--- config.mk ---
export PLATFORM = sky130hd
export DESIGN_NAME = skt_ctrl
export DESIGN_NICKNAME = d
export VERILOG_FILES = /design/src/design/skt_pkg.sv /design/src/design/skt_ctrl.sv
export SDC_FILE = /design/constraint.sdc
export NUM_CORES = 1
export LEC_CHECK = 0
export BUFFER_PORTS_ARGS = -buffer_cell sky130_fd_sc_hd__buf_4
export CAP_MARGIN = 20
export CORE_ASPECT_RATIO = 0.6
export CORE_MARGIN = 4
export CORE_UTILIZATION = 43
export DETAILED_ROUTE_END_ITERATION = 10
export GPL_TIMING_DRIVEN = 1
export PLACE_DENSITY = 0.76
export SKIP_CTS_REPAIR_TIMING = 1
export SYNTH_ARGS = -nofsm -noshare
export SYNTH_HDL_FRONTEND = slang
export SYNTH_SLANG_ARGS = --single-unit
--- constraint.sdc ---
create_clock -name aclk -period 3.8 [get_ports aclk]
set_clock_uncertainty 0.2 [all_clocks]
set_input_delay 0 -clock aclk [delete_from_list [all_inputs] [get_ports aclk]]
set_output_delay 0 -clock aclk [all_outputs]
set_load 0.03 [all_outputs]
--- src/design/skt_pkg.sv ---
// ----------------------------------------------------------------------------
// skt_pkg: shared types and constants for the sorted key table
// Table depth, field widths, command and status codes, cell control struct.
// ----------------------------------------------------------------------------
package skt_pkg;

    localparam int ENTRIES = 32;
    localparam int CNT_W   = $clog2(ENTRIES + 1);
    localparam int KEY_W   = 64;
    localparam int QTY_W   = 32;
    localparam int TOT_W   = 6;

    typedef enum logic [1:0] {
        CMD_INSERT = 2'd0,
        CMD_MARK   = 2'd1,
        CMD_DELETE = 2'd2,
        CMD_NOP    = 2'd3
    } cmd_t;

    typedef enum logic [1:0] {
        ST_OK      = 2'd0,
        ST_FULL    = 2'd1,
        ST_MISSING = 2'd2,
        ST_MARKED  = 2'd3
    } status_t;

    typedef enum logic [1:0] {
        S_IDLE,
        S_CMP,
        S_EVAL,
        S_UPD
    } state_t;

    typedef struct packed {
        logic [KEY_W-1:0] key;
        logic [QTY_W-1:0] qty;
        logic             done;
    } entry_t;

    // broadcast from the controller to every cell
    typedef struct packed {
        logic             cmp;
        logic             ins;
        logic             del;
        logic             mark;
        logic [KEY_W-1:0] key;
        logic [QTY_W-1:0] qty;
    } cell_ctrl_t;

    // lookup result gathered from the cell row
    typedef struct packed {
        logic found;
        logic hit_done;
    } lookup_t;

endpackage

--- src/design/skt_ctrl.sv ---
// ----------------------------------------------------------------------------
// skt_ctrl: request sequencer for the sorted key table
// Latches a request, steps compare / evaluate / update, keeps the entry and
// done counts and holds the response register.
// ----------------------------------------------------------------------------
module skt_ctrl (
    input  logic                       aclk,
    input  logic                       aresetn,
    input  logic                       req_valid,
    output logic                       req_ready,
    input  skt_pkg::cmd_t              req_cmd,
    input  logic [skt_pkg::KEY_W-1:0]  req_key,
    input  logic [skt_pkg::QTY_W-1:0]  req_qty,
    input  skt_pkg::lookup_t           lookup,
    output skt_pkg::cell_ctrl_t        ctrl,
    output logic [skt_pkg::CNT_W-1:0]  count,
    output logic                       rsp_valid,
    input  logic                       rsp_ready,
    output skt_pkg::status_t           rsp_status,
    output logic [skt_pkg::TOT_W-1:0]  rsp_entry_total,
    output logic [skt_pkg::TOT_W-1:0]  rsp_done_total,
    output logic [skt_pkg::TOT_W-1:0]  rsp_open_total
);
    import skt_pkg::*;

    state_t             state_reg, state_next;
    cmd_t               cmd_reg;
    logic [KEY_W-1:0]   key_reg;
    logic [QTY_W-1:0]   qty_reg;
    lookup_t            lookup_reg;
    logic [CNT_W-1:0]   count_reg, count_next;
    logic [CNT_W-1:0]   done_reg, done_next;
    logic               valid_reg, valid_next;
    status_t            status_reg, status_next;
    logic [TOT_W-1:0]   etot_reg, etot_next;
    logic [TOT_W-1:0]   dtot_reg, dtot_next;
    logic [TOT_W-1:0]   otot_reg, otot_next;
    logic [CNT_W-1:0]   open_cnt;
    logic               out_free;
    logic               accept;

    assign req_ready       = (state_reg == S_IDLE);
    assign accept          = req_valid && req_ready;
    assign out_free        = !valid_reg || rsp_ready;
    assign count           = count_reg;
    assign rsp_valid       = valid_reg;
    assign rsp_status      = status_reg;
    assign rsp_entry_total = etot_reg;
    assign rsp_done_total  = dtot_reg;
    assign rsp_open_total  = otot_reg;

    always_ff @(posedge aclk) begin
        if (!aresetn) begin
            state_reg <= S_IDLE;
            count_reg <= '0;
            done_reg  <= '0;
            valid_reg <= 1'b0;
        end else begin
            state_reg <= state_next;
            count_reg <= count_next;
            done_reg  <= done_next;
            valid_reg <= valid_next;
        end
    end

    always_ff @(posedge aclk) begin
        if (accept) begin
            cmd_reg <= req_cmd;
            key_reg <= req_key;
            qty_reg <= req_qty;
        end
        if (state_reg == S_EVAL) begin
            lookup_reg <= lookup;
        end
        status_reg <= status_next;
        etot_reg   <= etot_next;
        dtot_reg   <= dtot_next;
        otot_reg   <= otot_next;
    end

    always_comb begin
        state_next  = state_reg;
        count_next  = count_reg;
        done_next   = done_reg;
        valid_next  = valid_reg;
        status_next = status_reg;
        etot_next   = etot_reg;
        dtot_next   = dtot_reg;
        otot_next   = otot_reg;
        open_cnt    = '0;
        ctrl.cmp    = 1'b0;
        ctrl.ins    = 1'b0;
        ctrl.del    = 1'b0;
        ctrl.mark   = 1'b0;
        ctrl.key    = key_reg;
        ctrl.qty    = qty_reg;

        if (valid_reg && rsp_ready) begin
            valid_next = 1'b0;
        end

        unique case (state_reg)
            S_IDLE: begin
                if (accept) begin
                    state_next = S_CMP;
                end
            end
            S_CMP: begin
                ctrl.cmp   = 1'b1;
                state_next = S_EVAL;
            end
            S_EVAL: begin
                state_next = S_UPD;
            end
            S_UPD: begin
                if (out_free) begin
                    status_next = ST_OK;
                    unique case (cmd_reg)
                        CMD_INSERT: begin
                            if (count_reg == CNT_W'(ENTRIES)) begin
                                status_next = ST_FULL;
                            end else begin
                                ctrl.ins   = 1'b1;
                                count_next = count_reg + 1'b1;
                            end
                        end
                        CMD_MARK: begin
                            if (!lookup_reg.found) begin
                                status_next = ST_MISSING;
                            end else if (lookup_reg.hit_done) begin
                                status_next = ST_MARKED;
                            end else begin
                                ctrl.mark = 1'b1;
                                done_next = done_reg + 1'b1;
                            end
                        end
                        CMD_DELETE: begin
                            if (!lookup_reg.found) begin
                                status_next = ST_MISSING;
                            end else begin
                                ctrl.del   = 1'b1;
                                count_next = count_reg - 1'b1;
                                if (lookup_reg.hit_done && done_reg != '0) begin
                                    done_next = done_reg - 1'b1;
                                end
                            end
                        end
                        CMD_NOP: begin
                        end
                        default: begin
                        end
                    endcase
                    open_cnt   = (count_next >= done_next) ? count_next - done_next : '0;
                    etot_next  = TOT_W'(count_next);
                    dtot_next  = TOT_W'(done_next);
                    otot_next  = TOT_W'(open_cnt);
                    valid_next = 1'b1;
                    state_next = S_IDLE;
                end
            end
            default: begin
                state_next = S_IDLE;
            end
        endcase
    end

endmodule

# After elaboration in Yosys (flattened, before gate mapping)
# Index checks and enable logic that the tools add are counted.
# Widths: inputs -> output; s select.
[op_classes]
add_sub_neg = 5
order_cmp = 1
muxes = 33
eq_ne = 8
n_reduce_logical = 10
[ops]
columns = ["cell", "count"]
rows = [
  ["$mux 6", 10],
  ["$pmux 6 s2", 2],
  ["$add 6x1->6 const B", 2],
  ["$mux 1", 12],
  ["$sub 6x1->6 const B", 2],
  ["$mux 2", 5],
  ["$pmux 2 s4", 1],
  ["$eq 2x2->1 const B", 3],
  ["$eq 6x6->1 const B", 1],
  ["$ge 6x6->1", 1],
  ["$mux 3", 2],
  ["$pmux 2 s3", 1],
  ["$reduce_bool 6->1", 1],
  ["$sub 6x6->6", 1],
  ["$eq 2x1->1 const B", 2],
  ["$logic_not 2->1", 2],
  ["$reduce_and 2->1", 2],
  ["$logic_and 1x1->1", 3],
  ["$ne 2x1->1 const B", 1],
  ["$ne 2x2->1 const B", 1],
  ["$logic_not 1->1", 1],
  ["$logic_or 1x1->1", 1],
]
[totals]
regBits = 135
in_bits = 104
out_inout_bits = 128

# Longest topological paths before layout
[depth]
depth_word = 8
depth_mapped = 17
depth_no_buf = 16

# Worst setup path after synthesis
# No wires, ideal clock.
[synth_path]
path_kind = "reg2reg"
from = "reg state_reg[0]"
to = "reg cmd_reg[0], enable pin"
t_required_ns = 3.133
setup_slack_ns = 0.028
stages_incl_launch_ff = 4
t_arrival_ns = 3.104
path_cell_list = "dfxtp_1 > inv_1 > ha_1 > and2_1"
[synth_between]
elab_chain_len = 2
[synth_rtl]
columns = ["item", "line_no", "source"]
rows = [
  ["start: declaration", "skt_ctrl.sv:26", "state_t state_reg, state_next;"],
  ["start signal: assignment", "skt_ctrl.sv:59", "state_reg <= state_next;"],
  ["$logic_not 2->1", "skt_ctrl.sv:42", "assign req_ready = (state_reg == S_IDLE);"],
  ["via req_ready", "skt_ctrl.sv:10", "output logic req_ready,"],
  ["$logic_and 1x1->1", "skt_ctrl.sv:43", "assign accept = req_valid && req_ready;"],
  ["via accept", "skt_ctrl.sv:40", "logic accept;"],
  ["end signal: assignment", "skt_ctrl.sv:68", "cmd_reg <= req_cmd;"],
  ["end: declaration", "skt_ctrl.sv:27", "cmd_t cmd_reg;"],
]
# The timed path passes the listed nets, and every way through them passes these cells.
# A chain may end at the register's enable or synchronous reset.

# Worst setup path after layout
[layout_path]
from = "reg done_reg[0]"
to = "reg otot_reg[5], in the netlist rsp_open_total[5] (data pin)"
[layout_between]
elab_chain_len = 8
[layout_rtl]
columns = ["item", "line_no", "source"]
rows = [
  ["start: declaration", "skt_ctrl.sv:32", "logic [CNT_W-1:0] done_reg, done_next;"],
  ["start signal: assignment", "skt_ctrl.sv:61", "done_reg <= done_next;"],
  ["branches (longest 4 deep; another with $sub 6x1->6)", "-", ""],
  ["$pmux 6 s2 (*)", "skt_ctrl.sv:118", "unique case (cmd_reg)"],
  ["$mux 6 (*)", "skt_ctrl.sv:116", "if (out_free) begin"],
  ["$mux 6 (*)", "skt_ctrl.sv:102", "unique case (state_reg)"],
  ["$sub 6x6->6 / $ge 6x6->1 (equally long branches)", "skt_ctrl.sv:153", "open_cnt = (count_next >= done_next) ? count_next - done_next : '0;"],
  ["end signal: assignment", "skt_ctrl.sv:78", "otot_reg <= otot_next;"],
  ["end: declaration", "skt_ctrl.sv:37", "logic [TOT_W-1:0] otot_reg, otot_next;"],
]
# Mark *: on every way between the ends. The select of a mux whose other input is x is not followed.

==> results.json <==
{
  "io_pins": 232,
  "cts.path.max_buffers": 2,
  "relSlewSlack_pct": 48.18,
  "area_growth_pct": 71.01,
  "drive_above_1_share_pct": 42.76,
  "grt_pass1_vias": 4013,
  "portBuffers": 231,
  "placed_area_mm2": 0.007475,
  "insertion_delay_ns": 0.41,
  "synthFlopType": "edfxtp_1",
  "r2r_start": "done_reg[0]$_SDFFE_PN0P_",
  "cts_root_buf": "clkbuf_16",
  "yosysUniqueCellTypes": 69,
  "reg2reg_to": "rsp_open_total[5]$_SDFFCE_PN0P_",
  "power.density_mw_per_mm2": 687.9,
  "routabilityCongestion": 0.9743,
  "core_mm2": 0.01218,
  "grt_antenna_before_repair": 2,
  "start_util_pct": 44.47,
  "numClockSinks": 135,
  "wire_per_inst_um": 21.44,
  "required_ns": 3.75,
  "hpwlAfterDp_um": 12510,
  "grt_max_degree": 60,
  "fmax_ghz": 0.2724,
  "wl_um": 19570,
  "synth-edff-count": 120,
  "overflow": 0,
  "power.leakage_nw": 3.870,
  "path_class": "reg2reg",
  "dieHeight_um": 94.94,
  "yosysSeqAreaShare_pct": 72.07,
  "dieArea_mm2": 0.01451,
  "syn_inst": 362,
  "ir_drop_mv": 0.5396,
  "grt_util_all_layers_pct": 21.29,
  "fin_ws_ns": 0.1292,
  "yosysWarnings": 0,
  "r2r_slack_ns": 0.13,
  "num_rows": 31,
  "hold_depth": 2,
  "numCtsBuffers": 17,
  "drv_slew": 0,
  "drt_iter0_drc": 382,
  "hold_viol_final": 0,
  "hold_class": "in2reg",
  "fin_crit_sh_pct": 96.60,
  "cts_tree": "yes",
  "hold_end": "key_reg[10]$_DFFE_PP_",
  "path_max_fanout": 3,
  "die-width_um": 152.9,
  "setup_viol": 0,
  "avgSynthCellArea_um2": 14.96,
  "holdCritStartpoint": "req_key[10]",
  "drtPass1Iterations": 5,
  "critPathArrivalTime_ns": 3.62,
  "ys_ff_latch": 135,
  "layout.nets": 857,
  "detail_route.vias_per_cell": 5.127,
  "max-cap-violations": 0,
  "syn_nets": 486,
  "worstMarginPinSlew_ns": 0.7773,
  "r2r_cells": 16,
  "ant_nets": 0,
  "largest_register_ffs": 64,
  "synth.cell_area_mm2": 0.005416,
  "clk_pin_slew_ns": 0.07,
  "grt_pass1_wl_um": 23340,
  "final_area_mm2": 0.009263,
  "mostFrequentLayoutCell": "buf_4",
  "htreeDepth": 4,
  "period_needed_ns": 3.671,
  "async_reset_ff_share_pct": 0,
  "critPathLaunchType": "register",
  "dp_slack_ns": 0.1135,
  "drcViolationCount": 0,
  "dr_total_vias": 4681,
  "status": "finished, final reports clean",
  "final_cell_mix": "buf_4 (259), edfxtp_1 (120), dlygate4sd3_1 (104)",
  "crit_path_end_kind": "register"
}
[where the power goes]
group	switching [mW]	internal, mW	total, mW
clock	0.698	1.12	1.82
sequential	0.159	2.07	2.23
combinational	1.44	0.883	2.33
total	2.30	4.07	6.37
[synthesized netlist by cell type (all sizes together), types with 3 or more instances]
cell type	count	share of area, %
edfxtp	120	67
nand2	29	2.1
o211ai	3	0.42
clkbuf	4	0.28
dfxtp	15	5.5
and2	6	0.74
mux2i	3	0.55
nor2b	7	0.81
or3	4	0.55
nor3	7	0.65
buf	7	0.79
nor2	19	1.3
a21boi	6	0.83
a21oi	8	0.74
nand3	7	0.65
and3	5	0.58
ha	19	4.4
o31ai	4	0.74
nand2b	3	0.35
o21ai	13	1.3
inv	23	1.6
o31a	3	0.49
[worst max path at each step]
stage	startpoint	to	slack, ns	depth (start not counted)
CTS	cmd_reg[0]$_DFFE_PP_	rsp_open_total[3]$_SDFFCE_PN0P_	0.06	17
floorplan	state_reg[0]$_SDFFE_PN0P_	cmd_reg[0]$_DFFE_PP_	0.03	3
detailed placement	done_reg[0]$_SDFFE_PN0P_	rsp_open_total[3]$_SDFFCE_PN0P_	0.11	17
global placement	done_reg[0]$_SDFFE_PN0P_	rsp_open_total[3]$_SDFFCE_PN0P_	0.19	17
finish	done_reg[0]$_SDFFE_PN0P_	rsp_open_total[5]$_SDFFCE_PN0P_	0.13	16
global route	done_reg[0]$_SDFFE_PN0P_	rsp_open_total[5]$_SDFFCE_PN0P_	-0.05	14
[cell families (layout without fill, tap and decap cells)]
logic type,Yosys count,in the layout,synth area share (%)
compound gates,64,64,9.009
xor+xnor,2,2,0.5775
fa+ha+maj,20,20,4.759
buf+inv,36,420,2.795
flops,135,135,72.07
mux,5,5,0.9702
other cells,0,2,0
simple gates,100,100,9.818
[layout make-up]
type,instances,area [um2]
inverters,25,93.84
fillers,742,2917
multi-input cells,191,1430
diodes,2,5.005
clock buffers,17,425.4
flip-flops and latches,135,3904
repair buffers,363,2985
clock inverters,15,212.7
well taps,165,206.4
[worst max-delay path, cell delays in order (launching register included)]
cell and delay [ns]:
dfxtp_1 0.31, inv_1 0.07, ha_2 0.18, or4b_4 0.47
o211ai_1 0.25, a221o_1 0.25, nand2_2 0.10, nand2_4 0.08
ha_4 0.13, inv_1 0.05, fa_2 0.40, a21o_1 0.18
a21oi_2 0.16, and2_4 0.17, nand2_1 0.05, o2111a_1 0.11
o221a_1 0.23
[routing by layer]
layer	vias to the layer above	GRT usage [%]	wire [um]
met1	2287	28.99	7596
met2	244	32.72	10120
li1	2119	-	-
met3	29	7.143	1452
met4	2	6.523	400
met5	-	0	7
[through the flow]
step | cells | hold WS [ns] | utilization, % | setup TNS (ns) | total power, mW
2_1_floorplan | 362 | -0.1011 | - | 0 | 3.481
3_3_place_gp | 770 | -0.02133 | 61.37 | 0 | 4.288
3_5_place_dp | 770 | -0.02071 | 61.37 | 0 | 4.329
4_1_cts | 802 | -0.4453 | 66.61 | 0 | 6.124
5_1_grt | 912 | 0.09596 | 76.03 | -0.2205 | 6.598
6_report | 913 | 0.1048 | 76.05 | 0 | 6.372
Note: power is estimated with default switching activity, not from simulation.
