===== src/design/skt_pkg.sv =====
// ----------------------------------------------------------------------------
// skt_pkg: shared types and constants for the sorted key table
// Table depth, field widths, command and status codes, cell control struct.
// ----------------------------------------------------------------------------
package skt_pkg;

    localparam int ENTRIES = 32;
    localparam int CNT_W   = $clog2(ENTRIES + 1);
    localparam int KEY_W   = 64;
    localparam int QTY_W   = 32;
    localparam int TOT_W   = 6;

    typedef enum logic [1:0] {
        CMD_INSERT = 2'd0,
        CMD_MARK   = 2'd1,
        CMD_DELETE = 2'd2,
        CMD_NOP    = 2'd3
    } cmd_t;

    typedef enum logic [1:0] {
        ST_OK      = 2'd0,
        ST_FULL    = 2'd1,
        ST_MISSING = 2'd2,
        ST_MARKED  = 2'd3
    } status_t;

    typedef enum logic [1:0] {
        S_IDLE,
        S_CMP,
        S_EVAL,
        S_UPD
    } state_t;

    typedef struct packed {
        logic [KEY_W-1:0] key;
        logic [QTY_W-1:0] qty;
        logic             done;
    } entry_t;

    // broadcast from the controller to every cell
    typedef struct packed {
        logic             cmp;
        logic             ins;
        logic             del;
        logic             mark;
        logic [KEY_W-1:0] key;
        logic [QTY_W-1:0] qty;
    } cell_ctrl_t;

    // lookup result gathered from the cell row
    typedef struct packed {
        logic found;
        logic hit_done;
    } lookup_t;

endpackage


===== src/design/skt_cell.sv =====
// ----------------------------------------------------------------------------
// skt_cell: one slot of the sorted key table
// Holds one entry, compares it against the request key, and shifts toward
// either neighbor on insert or delete.
// ----------------------------------------------------------------------------
module skt_cell (
    input  logic               aclk,
    input  skt_pkg::cell_ctrl_t ctrl,
    input  logic               occupied,
    input  skt_pkg::entry_t    prev_entry,
    input  logic               prev_cond,
    input  skt_pkg::entry_t    next_entry,
    output skt_pkg::entry_t    entry,
    output logic               cond,
    output logic               hit,
    output logic               hit_done
);
    import skt_pkg::*;

    entry_t entry_reg, entry_next;
    logic   cond_reg, cond_next;
    logic   eq_reg, eq_next;
    logic   first;

    // first slot whose key is >= request key, or first free slot
    assign first    = cond_reg && !prev_cond;
    assign entry    = entry_reg;
    assign cond     = cond_reg;
    assign hit      = first && eq_reg;
    assign hit_done = first && eq_reg && entry_reg.done;

    always_comb begin
        entry_next = entry_reg;
        cond_next  = cond_reg;
        eq_next    = eq_reg;
        if (ctrl.cmp) begin
            cond_next = !occupied || (entry_reg.key >= ctrl.key);
            eq_next   = occupied && (entry_reg.key == ctrl.key);
        end
        if (ctrl.ins) begin
            if (first) begin
                entry_next.key  = ctrl.key;
                entry_next.qty  = ctrl.qty;
                entry_next.done = 1'b0;
            end else if (prev_cond) begin
                entry_next = prev_entry;
            end
        end
        if (ctrl.del && cond_reg) begin
            entry_next = next_entry;
        end
        if (ctrl.mark && first) begin
            entry_next.done = 1'b1;
        end
    end

    always_ff @(posedge aclk) begin
        entry_reg <= entry_next;
        cond_reg  <= cond_next;
        eq_reg    <= eq_next;
    end

endmodule


===== config.mk =====
export PLATFORM = sky130hd
export DESIGN_NAME = skt_cell
export DESIGN_NICKNAME = d
export VERILOG_FILES = /design/src/design/skt_pkg.sv /design/src/design/skt_cell.sv
export SDC_FILE = /design/constraint.sdc
export NUM_CORES = 1
export LEC_CHECK = 0
export BUFFER_PORTS_ARGS = -buffer_cell sky130_fd_sc_hd__buf_2
export CAP_MARGIN = 20
export CORE_AREA = 4 4 151 153
export CTS_CLUSTER_SIZE = 25
export DETAILED_ROUTE_END_ITERATION = 16
export DIE_AREA = 0 0 155 157
export GPL_TIMING_DRIVEN = 0
export PLACE_DENSITY_LB_ADDON = 0.05
export SLEW_MARGIN = 40
export SYNTH_ARGS = -nofsm -noshare
export SYNTH_HDL_FRONTEND = slang
export SYNTH_SLANG_ARGS = --single-unit

===== constraint.sdc =====
create_clock -name aclk -period 6.4 [get_ports aclk]
set_clock_uncertainty 0.1 [all_clocks]
set_input_delay 0.64 -clock aclk [delete_from_list [all_inputs] [get_ports aclk]]
set_output_delay 0.64 -clock aclk [all_outputs]
set_load 0.01 [all_outputs]

# After elaboration in Yosys (flattened, before gate mapping)
# Index checks and enable logic that the tools add are counted.
op_classes:
  addsub: 0
  mul: 0
  div: 0
  magnitude_cmp: 1
  n_eq_ne: 1
  n_shift: 0
  muxes: 4
  bitwise: 0
  reduce_logical: 12
op_table:
  columns: ["operator", "n"]
  rows:
  - ["2-to-1 mux 97 bit", 4]
  - ["equality test 64 bit", 1]
  - [">= comparator 64 bit", 1]
  - ["logical AND 1 bit", 6]
  - ["nonzero test 3 bit", 1]
  - ["zero test 1 bit", 2]
  - ["AND reduction 2 bit", 1]
  - ["nonzero test 2 bit", 1]
  - ["logical OR 1 bit", 1]
word_totals:
  ff_bits: 99
  latchBits: 0
  mem_bits_rw: 0
  rom_bits: 0
  in_bits: 297
  output_inout_bits: 100
  wordCells: 23
  mem_count: 0

# Longest topological paths before layout
# Gate-level depths: netlist (run 1).
logic_depth:
  depth_word: 5
  mapped_depth: 8
  depth_no_buf: 8

# Least setup slack after synthesis (run 1)
# No wires, ideal clock.
synth_timing:
  kind: "input -> register"
  startpoint: "input ctrl[98] (netlist name)"
  endpoint: "register entry_reg (netlist bit entry[0])"
  setup_time_ns: 0.127
  arrival_time_ns: 5.239
  required_time_ns: 6.173
  path_slack_ns: 0.934
  path_stages: 4
  path_buffers: 0
  path_cell_list: "a21oi_1 > nor2_1 > nor2b_1 > a221o_1"
synth_between:
  elab_chain_len: 2
synth_rtl:
  columns: ["item", "line_no", "text"]
  rows:
  - ["start, declared", "skt_cell.sv:8", "input skt_pkg::cell_ctrl_t ctrl,"]
  - ["nonzero test 2 bit (no line)", null, null]
  - ["AND reduction 2 bit (no line)", null, null]
  - ["end signal, assigned", "skt_cell.sv:58", "entry_reg <= entry_next;"]
  - ["end, declared", "skt_cell.sv:20", "entry_t entry_reg, entry_next;"]
# Every way passes these cells.
# A chain may end at the register's enable or synchronous reset.

# Final worst setup path (run 1)
layout_timing:
  startpoint: "register cond_reg (netlist: cond)"
  endpoint: "output hit_done"
layout_between:
  elab_chain_len: 3
layout_rtl:
  columns: ["item", "line_no", "text"]
  rows:
  - ["start, declared", "skt_cell.sv:21", "logic cond_reg, cond_next;"]
  - ["start signal, assigned", "skt_cell.sv:59", "cond_reg <= cond_next;"]
  - ["logical AND 1 bit", "skt_cell.sv:26", "assign first = cond_reg && !prev_cond;"]
  - ["logical AND 1 bit (2 in a row)", "skt_cell.sv:30", "assign hit_done = first && eq_reg && entry_reg.done;"]
  - ["end, declared", "skt_cell.sv:16", "output logic hit_done"]
# Every way passes these cells.

==> flow_metrics.tcl, run 1 <==
set metrics [dict create \
    ir_drop_mv 0.109 \
    cp_max_fo 10 \
    synthFlopType "edfxtp_1" \
    postSynth.asyncResetShare 0 \
    wl_per_cell_um 18.5 \
    path_class "reg2out" \
    ctsLongestPathBuffers 2 \
    yosys_warnings 0 \
    grt_pass1_vias 6544 \
    ys_seq_elements 99 \
    die_w_um 155 \
    drtIter0Drc 252 \
    cts_buffers 9 \
    total_power_mw 2.08 \
    fmax_ghz 0.373 \
    finalHoldViolations 0 \
    reg2reg_slack_ns 4.24 \
    final_cell_mix "413 x buf_2, 116 x nand2_1, 98 x o21ai_1, 98 x edfxtp_1, 96 x mux2i_1" \
    vias 6359 \
    die-area_mm2 0.0243 \
    cts_tree "built" \
    final_core_util 0.439 \
    synth_area_leaders "edfxtp_1 44%, mux2i_1 14%, ha_1 12%" \
    dp_hpwl_um 21200 \
    pin_count 397 \
    postSynthCellCount 664 \
    antenna_found_initial 6 \
    tns_ns 0 \
    mostFrequentLayoutCell "buf_2" \
    first_pass_iters 6 \
    slowest_stage "edfxtp_1" \
    hold_ws_ns 0.413 \
    fin_crit_ns 2.68 \
    core_area_mm2 0.0216 \
    p_leak_nw 4.65 \
    synth.largest_area_cell "edfxtp_1" \
    track_usage 0.199 \
    worst_pin_slew_ns 0.610 \
    ys_seq_area_frac 0.446 \
    required_ns 5.66 \
    crit_path_end_kind "output pin" \
    place.gp.congestion 0.793 \
    synth_edf_count 98 \
    fill_cells 2174 \
    crit_chain "nor2b_1 -> buf_4 -> buf_6 -> buf_6 -> and3_1 -> buf_2" \
    ys_types 36 \
    status "completed" \
    finalMaxSlewViolations 0 \
    placed_cells 1346 \
    port_buffers 396 \
    routed_wl_um 25300 \
    initial_utilization 0.308 \
    crit_buf_inv 4 \
    critical_path.top_delay_family "buffers and inverters" \
    cap_violations 0 \
    start_kind "flop" \
    path_clk_slew_ns 0.07 \
    drive_above_1_share 0.414 \
    clock-sinks 99 \
    vias_per_cell 4.67 \
    syn-mean-instance-area_um2 10.0 \
    maxSlewHeadroom 0.592 \
    syn_nets 1025 \
    clock_latency_ns 0.35 \
    drc 0 \
    setup_violations 0 \
    placed_cell_area_mm2 0.00912 \
    fin_area_mm2 0.00946 \
    cpMostUsedCell "buf_6" \
    yosys.area.top_type_share 0.443 \
    synth_area_mm2 0.00664 \
    power.density_mw_per_mm2 219 \
    nNetsFinal 1438 \
    hold_class "in2reg" \
    rsz0062_at_grt "false" \
    die_h_um 157 \
    fin_crit_sh 0.419 \
    cts_resized 0 \
    ctsHoldBuffers 0 \
    place_ws_ns 3.86 \
    critPathArrivalTime_ns 1.94 \
    grt_pass1_wl_um 36800 \
    syn_to_final_growth_pct 42.5 \
    row_count 54 \
    grt_max_degree 20 \
    slowest_delay_ns 0.50 \
    antenna_left 0 \
    post_cts_buffers 0 \
    grt_overflow 0 \
    h-tree-depth 3 \
    fin_cells 1362 \
    cts_root_buffer "clkbuf_16" \
    setup_ws_ns 3.72 \
    largest_reg_flops 97 \
]
## final cells by class
type | instances | area, µm² | area share
multi-input cells | 467 | 3270 | 0.346
clock buffers | 9 | 225 | 0.0238
flip-flops and latches | 99 | 2960 | 0.313
clock inverters | 6 | 115 | 0.0122
diodes | 1 | 2.50 | 0.000264
inverters | 66 | 248 | 0.0262
plain buffers | 32 | 164 | 0.0173
repair buffers | 402 | 2120 | 0.224
well taps | 280 | 350 | 0.0370
## path summary, 6_finish.rpt
kind                            startpoint        end  cells after the start
worst max-delay path                  cond   hit_done                      6
worst min-delay path              ctrl[99]       cond                      1
worst max register to register        cond  entry[76]                      6
worst min register to register    entry[0]   entry[0]                      2
## power by group
| part | switching [mW] | internal (mW) | total [mW] |
|---|---|---|---|
| registers | 0.0339 | 0.813 | 0.847 |
| logic | 0.325 | 0.263 | 0.588 |
| clock network | 0.258 | 0.382 | 0.640 |
## kinds of logic (layout without fill, tap and decap cells)
group / Yosys count / in the layout / share of synthesized area
compound gates: 152 / 152 / 0.121
fa+ha+maj: 64 / 64 / 0.121
buf+inv: 98 / 515 / 0.0620
flops: 99 / 99 / 0.446
mux: 96 / 96 / 0.145
other cells: 0 / 1 / 0
simple gates: 155 / 155 / 0.106
## cells in the mapped netlist (2+ instances only)
cell type	count
ha_1	64
a21o_1	2
o21ai_1	98
buf_4	2
nand3_1	3
mux2i_1	96
inv_1	65
clkbuf_1	11
a21oi_1	29
edfxtp_1	98
nand4_2	2
o21ai_0	12
o211ai_1	2
nor2b_1	3
buf_6	2
nor3_2	3
buf_2	17
nand2_1	116
nand4_1	8
and2_1	2
nand2b_1	2
nor2_1	10
a221oi_1	4
## metal layers
| metal | up-vias | routed length [µm] | track usage |
|---|---|---|---|
| li1 | 3200 | - | - |
| met1 | 2888 | 9640 | 0.223 |
| met2 | 240 | 13100 | 0.366 |
| met3 | 21 | 2250 | 0.0696 |
| met4 | 10 | 207 | 0.0408 |
| met5 | - | 62 | 0 |
Power figures use the tool's default switching activity.
==> run 2: changes to the inputs <==
==> constraint.sdc (replaced) <==
create_clock -name aclk -period 2.3 [get_ports aclk]
set_clock_uncertainty 0.1 [all_clocks]
set_input_delay 0.23 -clock aclk [delete_from_list [all_inputs] [get_ports aclk]]
set_output_delay 0.23 -clock aclk [all_outputs]
set_load 0.01 [all_outputs]
==> run 2 against run 1 <==
  * Power increased to 2.8 times the previous value
  * Critical path depth rose by 1
  * Largest cell class unchanged
  * Critical path type is now reg2reg
  * Sequential power rose to 2.8 times the previous value
  * Highest routed layer unchanged
  * Largest power group unchanged
==> flow_metrics.tcl, run 2 (synthesis gave the netlist of run 1 again) <==
set metrics [dict create \
    status "completed" \
    slowest_stage "edfxtp_1" \
    grt_max_degree 20 \
    pin_count 397 \
    grt_pass1_vias 6580 \
    rsz0062_at_grt "false" \
    r2r-start "entry[38]" \
    cp_max_fo 2 \
    clock-sinks 99 \
    reg2reg_slack_ns 0.17 \
    wl_per_cell_um 18.2 \
    setup_violations 0 \
    critPathArrivalTime_ns 2.13 \
    first_pass_iters 4 \
    place.gp.congestion 0.799 \
    reg2reg_depth 7 \
    fin_area_mm2 0.00951 \
    ctsLongestPathBuffers 2 \
    tns_ns 0 \
    syn_to_final_growth_pct 43.2 \
    worst_pin_slew_ns 0.562 \
    worstHoldPathCells 3 \
    required_ns 2.29 \
    min_from "next_entry[41]" \
    finalMaxSlewViolations 0 \
    fin_crit_ns 2.13 \
    die_w_um 155 \
    track_usage 0.194 \
    path_class "reg2reg" \
    start_kind "flop" \
    initial_utilization 0.308 \
    grt_overflow 0 \
    drtIter0Drc 206 \
    slowest_delay_ns 0.41 \
    antenna_found_initial 5 \
    antenna_left 0 \
    p_leak_nw 4.68 \
    nNetsFinal 1444 \
    startpoint "entry[38]" \
    finalHoldViolations 0 \
    cap_violations 0 \
    core_area_mm2 0.0216 \
    dp_hpwl_um 20900 \
    grt_pass1_wl_um 36200 \
    row_count 54 \
    port_buffers 396 \
    drive_above_1_share 0.415 \
    ir_drop_mv 0.314 \
    die_h_um 157 \
    clock_latency_ns 0.35 \
    cts_root_buffer "clkbuf_16" \
    routed_wl_um 24900 \
    maxSlewHeadroom 0.626 \
    hold_class "in2reg" \
    crit_path_end_kind "flop" \
    path_clk_slew_ns 0.07 \
    crit_chain "ha_1 -> a21oi_1 -> o21ai_0 -> a221oi_1 -> o211ai_1 -> a31oi_1 -> o21ai_1" \
    mostFrequentLayoutCell "buf_2" \
    vias_per_cell 4.63 \
    h-tree-depth 3 \
    placed_cell_area_mm2 0.00911 \
    power.density_mw_per_mm2 608 \
    cts_buffers 9 \
    die-area_mm2 0.0243 \
    fmax_ghz 0.469 \
    vias 6338 \
    final_cell_mix "412 x buf_2, 116 x nand2_1, 98 x o21ai_1, 98 x edfxtp_1, 96 x mux2i_1" \
    drc 0 \
    largest_reg_flops 97 \
    cts_tree "built" \
    fin_crit_sh 0.927 \
]
==> run 2: changes by cell type in the layout (fill, tap and decap cells not counted), sizes merged <==
cell / delta
buf: +3
clkbuf: +1
clkinv: +1
clkinvlp: -1
dlygate4sd3: +2
inv: +1
==> run 2: per-stage QoR <==
stage	setup slack (ns)	power, mW	cells	utilization	hold slack [ns]
floorplan	-0.211	3.25	664	-	0.242
global placement	-1.32	4.02	1340	0.417	0.354
detailed placement	0.0843	4.06	1346	0.423	0.359
CTS	0.0207	5.87	1366	0.440	0.0361
global route	0.0145	6.12	1369	0.441	0.0476
finish	0.167	5.78	1369	0.441	0.0548
==> run 2: path summary, 6_finish.rpt <==
check / to
max: cond
min: entry[41]
max reg2reg: cond
min reg2reg: entry[0]
==> run 2: layer usage <==
layer / track usage / part of all wire
met3: 0.0638 / 0.089
met5: 0 / 0.0022
met1: 0.211 / 0.38
met2: 0.366 / 0.52
met4: 0.0463 / 0.012
==> run 2: area by class of cell <==
type | count | area [µm²]
Antenna cell | 1 | 2.50
Buffer | 32 | 170
Clock buffer | 9 | 225
Clock inverter | 7 | 115
Fill cell | 2208 | 12000
Inverter | 66 | 248
Multi-Input combinational cell | 467 | 3280
Sequential cell | 99 | 2960
Tap cell | 280 | 350
Timing Repair Buffer | 408 | 2160
==> run 2: critical path, delay by kind of cell, from the launching register on <==
kind | cells | cell delay [ns]
adder cells (fa/ha/maj) | 1 | 0.31
flip-flops | 1 | 0.41
AO/OA/AOI/OAI | 6 | 1.06
==> run 2: report_power, final <==
group,internal (mW),switching [mW],total (mW)
Sequential,2.26,0.0906,2.35
Clock,1.06,0.718,1.78
Combinational,0.737,0.912,1.65
Total,4.06,1.72,5.78
==> run 2: what timing repair did <==
item / 4_1_cts / 5_1_grt
hold buffers: 2 / 0
endpoints found under the setup margin: 2 / 3
resized for setup: 0 / 2
pin swaps: 0 / 0
hold endpoints to repair: 3 / 0
setup buffers: 2 / 2
